File: config.mk
export PLATFORM = sky130hd
export DESIGN_NAME = circular_first_free_slot_allocator
export DESIGN_NICKNAME = d
export VERILOG_FILES = /design/src/hw/rtl/cffsa_pkg.sv /design/src/hw/rtl/cffsa_ctrl.sv /design/src/hw/rtl/cffsa_dp.sv /design/src/hw/rtl/circular_first_free_slot_allocator.sv
export SDC_FILE = /design/constraint.sdc
export NUM_CORES = 2
export LEC_CHECK = 0
export ABC_AREA = 0
export BUFFER_PORTS_ARGS = -buffer_cell sky130_fd_sc_hd__buf_2
export CAP_MARGIN = 30
export CORE_ASPECT_RATIO = 0.5
export CORE_MARGIN = 2
export CORE_UTILIZATION = 30
export DETAILED_ROUTE_END_ITERATION = 7
export PLACE_DENSITY_LB_ADDON = 0.2
export SYNTH_ARGS = -nofsm -noshare
export SYNTH_HDL_FRONTEND = slang
export SYNTH_SLANG_ARGS = --single-unit
File: constraint.sdc
create_clock -name clk -period 5.5 [get_ports clk]
set_input_delay 1.375 -clock clk [delete_from_list [all_inputs] [get_ports clk]]
set_output_delay 1.375 -clock clk [all_outputs]
set_load 0.03 [all_outputs]
File: src/hw/rtl/cffsa_pkg.sv
package cffsa_pkg;

    localparam int SEATS      = 1024;
    localparam int WORD_BITS  = 64;
    localparam int MAP_WORDS  = SEATS / WORD_BITS;
    localparam int WORD_IDX_W = $clog2(MAP_WORDS);
    localparam int BIT_IDX_W  = $clog2(WORD_BITS);

    localparam int SLOT_W   = 10;
    localparam int DIST_W   = 11;
    localparam int STATUS_W = 2;
    localparam int CFG_W    = 11;
    localparam int S_DATA_W = 16;
    localparam int M_DATA_W = 24;

    localparam logic [CFG_W-1:0] SEATS_RESET = 11'd1024;
    localparam logic [CFG_W-1:0] RING_MAX    = CFG_W'(SEATS);

    localparam logic CMD_ALLOC = 1'b0;
    localparam logic CMD_CLEAR = 1'b1;

    localparam logic [STATUS_W-1:0] ST_ASSIGNED = 2'd0;
    localparam logic [STATUS_W-1:0] ST_FULL     = 2'd1;
    localparam logic [STATUS_W-1:0] ST_RANGE    = 2'd2;
    localparam logic [STATUS_W-1:0] ST_CLEARED  = 2'd3;

    typedef struct packed {
        logic load;
        logic step;
        logic load_out;
    } dp_cmd_t;

    typedef struct packed {
        logic done;
    } dp_sts_t;

endpackage

File: src/hw/rtl/cffsa_ctrl.sv
module cffsa_ctrl
    import cffsa_pkg::*;
(
    input  logic    clk,
    input  logic    rst_n,
    input  logic    s_tvalid,
    output logic    s_tready,
    output logic    m_tvalid,
    input  logic    m_tready,
    output dp_cmd_t cmd,
    input  dp_sts_t sts
);

    localparam logic [1:0] S_IDLE   = 2'd0;
    localparam logic [1:0] S_SEARCH = 2'd1;
    localparam logic [1:0] S_DONE   = 2'd2;

    logic [1:0] state_reg;
    logic [1:0] state_next;
    logic       out_valid_reg;
    logic       out_valid_next;

    assign s_tready     = (state_reg == S_IDLE);
    assign m_tvalid     = out_valid_reg;
    assign cmd.load     = s_tvalid && s_tready;
    assign cmd.step     = (state_reg == S_SEARCH);
    assign cmd.load_out = (state_reg == S_DONE) && (!out_valid_reg || m_tready);

    always_comb
    begin
        state_next = state_reg;
        unique case (state_reg)
            S_IDLE:
            begin
                if (cmd.load)
                begin
                    state_next = S_SEARCH;
                end
            end
            S_SEARCH:
            begin
                if (sts.done)
                begin
                    state_next = S_DONE;
                end
            end
            S_DONE:
            begin
                if (cmd.load_out)
                begin
                    state_next = S_IDLE;
                end
            end
            default:
            begin
                state_next = S_IDLE;
            end
        endcase
    end

    always_comb
    begin
        if (cmd.load_out)
        begin
            out_valid_next = 1'b1;
        end
        else if (m_tready)
        begin
            out_valid_next = 1'b0;
        end
        else
        begin
            out_valid_next = out_valid_reg;
        end
    end

    always_ff @(posedge clk or negedge rst_n)
    begin
        if (!rst_n)
        begin
            state_reg     <= S_IDLE;
            out_valid_reg <= 1'b0;
        end
        else
        begin
            state_reg     <= state_next;
            out_valid_reg <= out_valid_next;
        end
    end

endmodule

File: src/hw/rtl/cffsa_dp.sv
module cffsa_dp
    import cffsa_pkg::*;
(
    input  logic                clk,
    input  logic                rst_n,
    input  logic [S_DATA_W-1:0] s_tdata,
    input  logic                s_tuser,
    input  logic                cfg_valid,
    input  logic [CFG_W-1:0]    cfg_data,
    input  dp_cmd_t             cmd,
    output dp_sts_t             sts,
    output logic [M_DATA_W-1:0] m_tdata,
    output logic [STATUS_W-1:0] m_tuser
);

    logic [CFG_W-1:0]      seats_reg;
    logic [WORD_BITS-1:0]  map_reg [MAP_WORDS];
    logic                  clear_reg;
    logic [SLOT_W-1:0]     wanted_reg;
    logic [WORD_IDX_W-1:0] ptr_reg;
    logic                  phase_reg;
    logic [SLOT_W-1:0]     rslot_reg;
    logic [STATUS_W-1:0]   rstatus_reg;
    logic [SLOT_W-1:0]     out_slot_reg;
    logic [DIST_W-1:0]     out_dist_reg;
    logic [STATUS_W-1:0]   out_status_reg;

    logic [CFG_W-1:0]      ring;
    logic                  out_of_range;
    logic [SLOT_W-1:0]     last_slot;
    logic [WORD_IDX_W-1:0] last_word;
    logic [BIT_IDX_W-1:0]  last_bit;
    logic [WORD_IDX_W-1:0] want_word;
    logic [BIT_IDX_W-1:0]  want_bit;
    logic [WORD_BITS-1:0]  free_bits;
    logic                  hit;
    logic [BIT_IDX_W-1:0]  hit_bit;
    logic                  is_last;
    logic [DIST_W-1:0]     slot_ext;
    logic [DIST_W-1:0]     want_ext;
    logic [DIST_W-1:0]     walk_len;

    assign ring         = (seats_reg > RING_MAX) ? RING_MAX : seats_reg;
    assign out_of_range = ({1'b0, wanted_reg} >= ring);
    assign last_slot    = SLOT_W'(ring - CFG_W'(1));
    assign last_word    = last_slot[SLOT_W-1:BIT_IDX_W];
    assign last_bit     = last_slot[BIT_IDX_W-1:0];
    assign want_word    = wanted_reg[SLOT_W-1:BIT_IDX_W];
    assign want_bit     = wanted_reg[BIT_IDX_W-1:0];

    // A bit is searchable when it lies inside the ring and inside the
    // current pass: at or after the wanted slot first, before it after the wrap.
    always_comb
    begin
        logic                 ok;
        logic [BIT_IDX_W-1:0] bb;
        for (int b = 0; b < WORD_BITS; b++)
        begin
            bb = BIT_IDX_W'(b);
            ok = 1'b1;
            if ((ptr_reg == last_word) && (bb > last_bit))
            begin
                ok = 1'b0;
            end
            if (ptr_reg == want_word)
            begin
                if (!phase_reg && (bb < want_bit))
                begin
                    ok = 1'b0;
                end
                if (phase_reg && (bb >= want_bit))
                begin
                    ok = 1'b0;
                end
            end
            free_bits[b] = ok && !map_reg[ptr_reg][b];
        end
    end

    always_comb
    begin
        hit_bit = '0;
        for (int b = WORD_BITS - 1; b >= 0; b--)
        begin
            if (free_bits[b])
            begin
                hit_bit = BIT_IDX_W'(b);
            end
        end
    end

    assign hit      = |free_bits;
    assign is_last  = phase_reg && (ptr_reg == want_word);
    assign sts.done = clear_reg || out_of_range || hit || is_last;

    assign slot_ext = {1'b0, rslot_reg};
    assign want_ext = {1'b0, wanted_reg};
    assign walk_len = (slot_ext >= want_ext) ? (slot_ext - want_ext + DIST_W'(1))
                                             : (slot_ext + ring - want_ext + DIST_W'(1));

    always_ff @(posedge clk or negedge rst_n)
    begin
        if (!rst_n)
        begin
            seats_reg <= SEATS_RESET;
            for (int w = 0; w < MAP_WORDS; w++)
            begin
                map_reg[w] <= '0;
            end
        end
        else
        begin
            if (cfg_valid)
            begin
                seats_reg <= cfg_data;
            end
            if (cmd.step)
            begin
                if (clear_reg == CMD_CLEAR)
                begin
                    for (int w = 0; w < MAP_WORDS; w++)
                    begin
                        map_reg[w] <= '0;
                    end
                end
                else if (!out_of_range && hit)
                begin
                    map_reg[ptr_reg][hit_bit] <= 1'b1;
                end
            end
        end
    end

    always_ff @(posedge clk)
    begin
        if (cmd.load)
        begin
            clear_reg  <= s_tuser;
            wanted_reg <= s_tdata[SLOT_W-1:0];
            ptr_reg    <= s_tdata[SLOT_W-1:BIT_IDX_W];
            phase_reg  <= 1'b0;
        end
        else if (cmd.step)
        begin
            if (clear_reg == CMD_CLEAR)
            begin
                rstatus_reg <= ST_CLEARED;
            end
            else if (out_of_range)
            begin
                rstatus_reg <= ST_RANGE;
            end
            else if (hit)
            begin
                rstatus_reg <= ST_ASSIGNED;
                rslot_reg   <= {ptr_reg, hit_bit};
            end
            else if (is_last)
            begin
                rstatus_reg <= ST_FULL;
            end
            else if (ptr_reg == last_word)
            begin
                ptr_reg   <= '0;
                phase_reg <= 1'b1;
            end
            else
            begin
                ptr_reg <= ptr_reg + WORD_IDX_W'(1);
            end
        end
        if (cmd.load_out)
        begin
            out_status_reg <= rstatus_reg;
            if (rstatus_reg == ST_ASSIGNED)
            begin
                out_slot_reg <= rslot_reg;
                out_dist_reg <= walk_len;
            end
            else
            begin
                out_slot_reg <= '0;
                out_dist_reg <= '0;
            end
        end
    end

    assign m_tdata = {(M_DATA_W - SLOT_W - DIST_W)'(0), out_dist_reg, out_slot_reg};
    assign m_tuser = out_status_reg;

endmodule

File: src/hw/rtl/circular_first_free_slot_allocator.sv
// Circular first-free slot allocator for a ring of up to 1024 slots.
// A beat on the s_ channel carries one request: tuser 0 allocates the first
// free slot at or after tdata's wanted slot, wrapping at the ring end, and
// tuser 1 frees every slot. Each request gives exactly one result beat on
// the m_ channel with the slot, the circular distance plus one, and a status.
// The ring size is written through the cfg channel, which is always ready;
// write it only while no request is in flight. Values above 1024 act as 1024.
// The search examines one 64-slot occupancy word per cycle. An allocate
// visits one ring word per search step up to the wrap and one more step to
// revisit the wanted slot's word; the ring's word count sets the bound.
// Clear and out-of-range requests end the search at once. After the edge that
// accepts a request the block searches, then loads the result into the output
// register in its done state and returns to idle to take the next request.
// One request is handled at a time; a new one is taken while an earlier
// result still waits in the output register.
// If the receiver stalls, the result holds in the output register and the
// block stops at the end of the following request until the result is taken.
// Reset frees all slots, sets the ring size to 1024 and empties the output.
module circular_first_free_slot_allocator
    import cffsa_pkg::*;
(
    input  logic                clk,
    input  logic                rst_n,
    input  logic                s_tvalid,
    output logic                s_tready,
    input  logic [S_DATA_W-1:0] s_tdata,   // wanted_slot[9:0], zero fill
    input  logic                s_tuser,   // command
    output logic                m_tvalid,
    input  logic                m_tready,
    output logic [M_DATA_W-1:0] m_tdata,   // assigned_slot[9:0], distance[20:10]
    output logic [STATUS_W-1:0] m_tuser,   // status
    input  logic                cfg_valid,
    output logic                cfg_ready,
    input  logic [CFG_W-1:0]    cfg_data   // seats_in_use
);

    dp_cmd_t cmd;
    dp_sts_t sts;

    assign cfg_ready = 1'b1;

    cffsa_ctrl u_ctrl (
        .clk      (clk),
        .rst_n    (rst_n),
        .s_tvalid (s_tvalid),
        .s_tready (s_tready),
        .m_tvalid (m_tvalid),
        .m_tready (m_tready),
        .cmd      (cmd),
        .sts      (sts)
    );

    cffsa_dp u_dp (
        .clk       (clk),
        .rst_n     (rst_n),
        .s_tdata   (s_tdata),
        .s_tuser   (s_tuser),
        .cfg_valid (cfg_valid && cfg_ready),
        .cfg_data  (cfg_data),
        .cmd       (cmd),
        .sts       (sts),
        .m_tdata   (m_tdata),
        .m_tuser   (m_tuser)
    );

endmodule
==> tab_implementation.tex <==
\begin{tabular}{lr}
\hline
Metric & Value \\
\hline
\multicolumn{2}{l}{\textbf{Final layout}} \\
Area added between synthesis and finish & 21.7\% \\
FILL cells & 18100 \\
Multi-input gate area & 26100 um2 \\
Number of nets at the end of the flow & roughly 5600 \\
Sequential Area & approximately 27000 um2 \\
Flip-flop count of the largest register, all copies and words added & $\sim$1000 \\
Total non-filler cell area in the finished layout & 67800 um2 \\
Share of post-route cells with drive strength above 1 & 24.0\% \\
\multicolumn{2}{l}{\textbf{STA}} \\
Relative max-transition margin & 29.7\% \\
Pins over their slew limit & 0 \\
Fraction of the cycle the final worst path needs & 97.7\% \\
Number of failing setup endpoints in the final timing report & 0 \\
Clock skew & 0.0443 ns \\
Crit path time final & 5.38 ns \\
Final count of hold timing violations & 0 \\
Slew @ Worst Pin & 1.06 ns \\
Maximum clock rate & 186 MHz \\
\multicolumn{2}{l}{\textbf{Die}} \\
Die boundary height & around 310 um \\
Core Region & 184000 um2 \\
Overall die width & 614 um \\
I/O pin cnt & 62 \\
Die area & 189000 um2 \\
\# rows & 111 \\
Effective utilization at floorplan & 30.3\% \\
\multicolumn{2}{l}{\textbf{GRT}} \\
GR Overflow Total & 0 \\
Maximum number of pins on one net before global-route repair & 223 \\
Antenna violations before repair & 3 \\
Global-route wire length before repair & 308000 um \\
Aggregate global-route resource usage & 21.6\% \\
Via count of the first global-routing pass & between 40000 and 50000 \\
\multicolumn{2}{l}{\textbf{Worst setup path}} \\
Maximum fanout count along the critical path & 8 \\
Sort of element at the start of the critical path & flip-flop \\
Cells on worst reg2reg path & 22 \\
Type of the worst setup path & reg2reg \\
Ordered list of cells on the worst path & inv\_1 -> nand2\_1 -> ha\_1 -> or4b\_4 -> or4b\_4 -> a21oi\_4 -> a311oi\_4 -> buf\_6 -> buf\_4 -> o31ai\_1 -> and3\_1 -> buf\_4 -> nand4\_4 -> or4\_4 -> o221ai\_4 -> buf\_12 -> clkbuf\_16 -> buf\_4 -> nor2\_1 -> buf\_4 -> a31oi\_1 -> nor2\_1 \\
Worst path max stage delay & $\sim$0.67 ns \\
Kind of end point of the critical path & flip-flop \\
Crit. Startpoint & u\_dp.seats\_reg[10] \\
Worst r2r dst & u\_dp.map\_reg[351] \\
Master of the slowest instance on the critical path & or4\_4 \\
Most frequent cell on the critical path & buf\_4 \\
Flop-to-flop setup slack & $\sim$0.12 ns \\
Critical Path RT & 6.11 ns \\
Launch point of the worst reg-to-reg path & u\_dp.seats\_reg[10] \\
WP data arrival & 5.99 ns \\
\multicolumn{2}{l}{\textbf{Worst hold path}} \\
Hold path cells & 0 \\
Hold path endpoint & u\_dp.m\_tuser[0] \\
Launch instance of the worst min-delay path & u\_dp.rstatus\_reg[0] \\
Worst hold path type & reg2reg \\
\multicolumn{2}{l}{\textbf{Route}} \\
Number of violations reported at the end of detailed-routing iteration 0 & 4936 \\
DRC violation count after routing & 0 \\
Drt wl/cell & 25.4 um \\
Via density & 5.61 \\
Number of nets still failing antenna checks after routing & 0 \\
First drt pass iteration count & 6 \\
Routed via count & 45600 \\
Total wire length after detailed routing & 207000 um \\
\multicolumn{2}{l}{\textbf{Synthesis}} \\
Post-synth EDFFs & 50 \\
Post-synthesis instance total & approximately 5200 \\
Syn\_area\_per\_cell & 10.7 um2 \\
Leading register cell type out of synthesis & dfrtp\_1 \\
Flops \& latches, synth & 1089 \\
Number of unique standard cell types used by synthesis & $\sim$110 \\
Sequential area share after synthesis & $\sim$50\% \\
Total standard cell area after synthesis & 55700 um2 \\
Share of flip-flops with an asynchronous set or reset after synthesis & 95.3\% \\
Number of warnings issued by yosys & 0 \\
\multicolumn{2}{l}{\textbf{Power and ir drop}} \\
Peak VDD IR & between 0.2 and 0.3 mV \\
Leakage power total & 29.2 nW \\
Total power of the final layout & approximately 23 mW \\
Power density normalized to cell area & 335 nW/um2 \\
\multicolumn{2}{l}{\textbf{Job}} \\
Max-cap check violation count & 0 \\
\multicolumn{2}{l}{\textbf{Outcome}} \\
Result of the run & complete, no violations \\
\multicolumn{2}{l}{\textbf{Clock tree}} \\
CTS hold repair buffers & 0 \\
Clock transition at the registers of the reported paths & $\sim$0.060 ns \\
Count of H-tree levels built during CTS & 3 \\
Cell at the root of the clock tree & clkbuf\_16 \\
Maximum root-to-sink buffer count & 3 \\
Clock tree from TritonCTS & yes \\
Sinks on Clock Net & roughly 1100 \\
Clock latency on the worst-skew pair & 0.77 ns \\
TritonCTS buffer count & 110 \\
\multicolumn{2}{l}{\textbf{Placement}} \\
Number of I/O port buffers & 51 \\
Final RePlAce weighted congestion & between 0.9 and 1 \\
Placement Cell Area & about 63000 um2 \\
Hpwl dp & 142000 um \\
\hline
\end{tabular}
==> metrics by stage <==
stage                     hold WS [ns]  worst slack (ns)  utilization, %  setup TNS, ns  instances
after floorplan                  0.417             0.452               -              0       5205
after global placement           0.436            -0.629            34.4         -91.08       7893
after detailed placement         0.426            -0.277            34.5         -35.69       7897
after CTS                        0.441           0.00420            36.7              0       8109
after global routing             0.459          -0.00291            36.9       -0.00291       8125
final                            0.440             0.125            36.9              0       8127
==> critical path, delay by kind of cell, from the launching register on <==
kind / cells / cell delay [ns]
simple gates: 8 / 2.27
fa+ha+maj: 1 / 0.16
flops: 1 / 0.53
buf+inv: 8 / 1.23
compound gates: 5 / 1.01
==> report_power, final <==
group | switching (mW) | internal [mW] | leakage [nW] | total (mW)
logic | 4.02 | 2.04 | 12.3 | 6.06
registers | 0.123 | 8.24 | 15.0 | 8.36
clock network | 3.47 | 4.83 | 1.96 | 8.30
==> placed cells by master, fill, tap and decap left out, types with 26 or more instances in the layout <==
cell       Yosys  final
or3_1         26     26
dfrtp_1     1037   1037
ha_1          56     56
a21oi_1      103    100
nand2_1      684    678
nand4_1       26     26
a22oi_1       58     57
o21ai_0      432    430
nand3_1       97     96
inv_1         69     69
o21ai_1       74     75
buf_2        128     52
buf_12         0    122
o31ai_1       54     53
buf_4         52    524
xnor2_1       59     59
a22o_1       250    250
nor2_1       460    442
edfxtp_1      50     50
a31oi_1      310    306
nor3_1        45     44
clkbuf_16      0    117
a21o_1        27     27
mux4_2       276    276
==> cell type report <==
type | count | area share (%)
flip-flops and latches | 1089 | 40.5
repair buffers | 711 | 10.1
multi-input cells | 3560 | 38.5
clock inverters | 53 | 1.15
clock buffers | 155 | 4.71
inverters | 71 | 0.393
well taps | 2486 | 4.58
diodes | 2 | 0.00738
==> repair_timing <==
action                     in CTS  in global routing
pin swaps                       1                 10
cloned                          0                  4
gates resized for setup        11                 56
setup endpoints to repair     604                937
buffers inserted                4                 13
==> cells in the mapped netlist (56+ instances only) <==
library cell  count  area (um2)
nor2_1          460        1730
o21ai_0         432        2160
nand3_1          97         485
inv_1            69         259
o21ai_1          74         370
a21oi_1         103         515
mux4_2          276        6220
a22o_1          250        2190
buf_2           128         641
a31oi_1         310        1940
xnor2_1          59         517
clkbuf_1        263         987
ha_1             56         701
nand2_1         684        2570
a22oi_1          58         435
dfrtp_1        1037       25900
==> logic make-up (layout without fill, tap and decap cells) <==
family / Yosys count / in the layout / share of synthesized area (%)
xor+xnor: 69 / 69 / 1.08
simple gates: 1523 / 1524 / 12.3
other cells: 2 / 6 / 0.0135
buf+inv: 557 / 990 / 4.52
fa+ha+maj: 71 / 71 / 1.80
flops: 1089 / 1089 / 49.3
mux: 314 / 314 / 11.9
compound gates: 1578 / 1578 / 19.1
==> worst max path at each step <==
stage,to,cells past startpoint
after floorplan,u_dp.map_reg[643],19
final,u_dp.map_reg[351],22
after CTS,u_dp.map_reg[875],20
after detailed placement,u_dp.map_reg[898],18
after global routing,u_dp.map_reg[877],21
after global placement,u_dp.map_reg[962],17
==> routing by layer <==
metal / wire length, um / GRT usage (%)
met1: 96000 / 31.6
met4: 5460 / 5.48
met3: 14000 / 3.78
met5: 13 / 0
met2: 91200 / 32.8
Power figures use the tool's default switching activity.
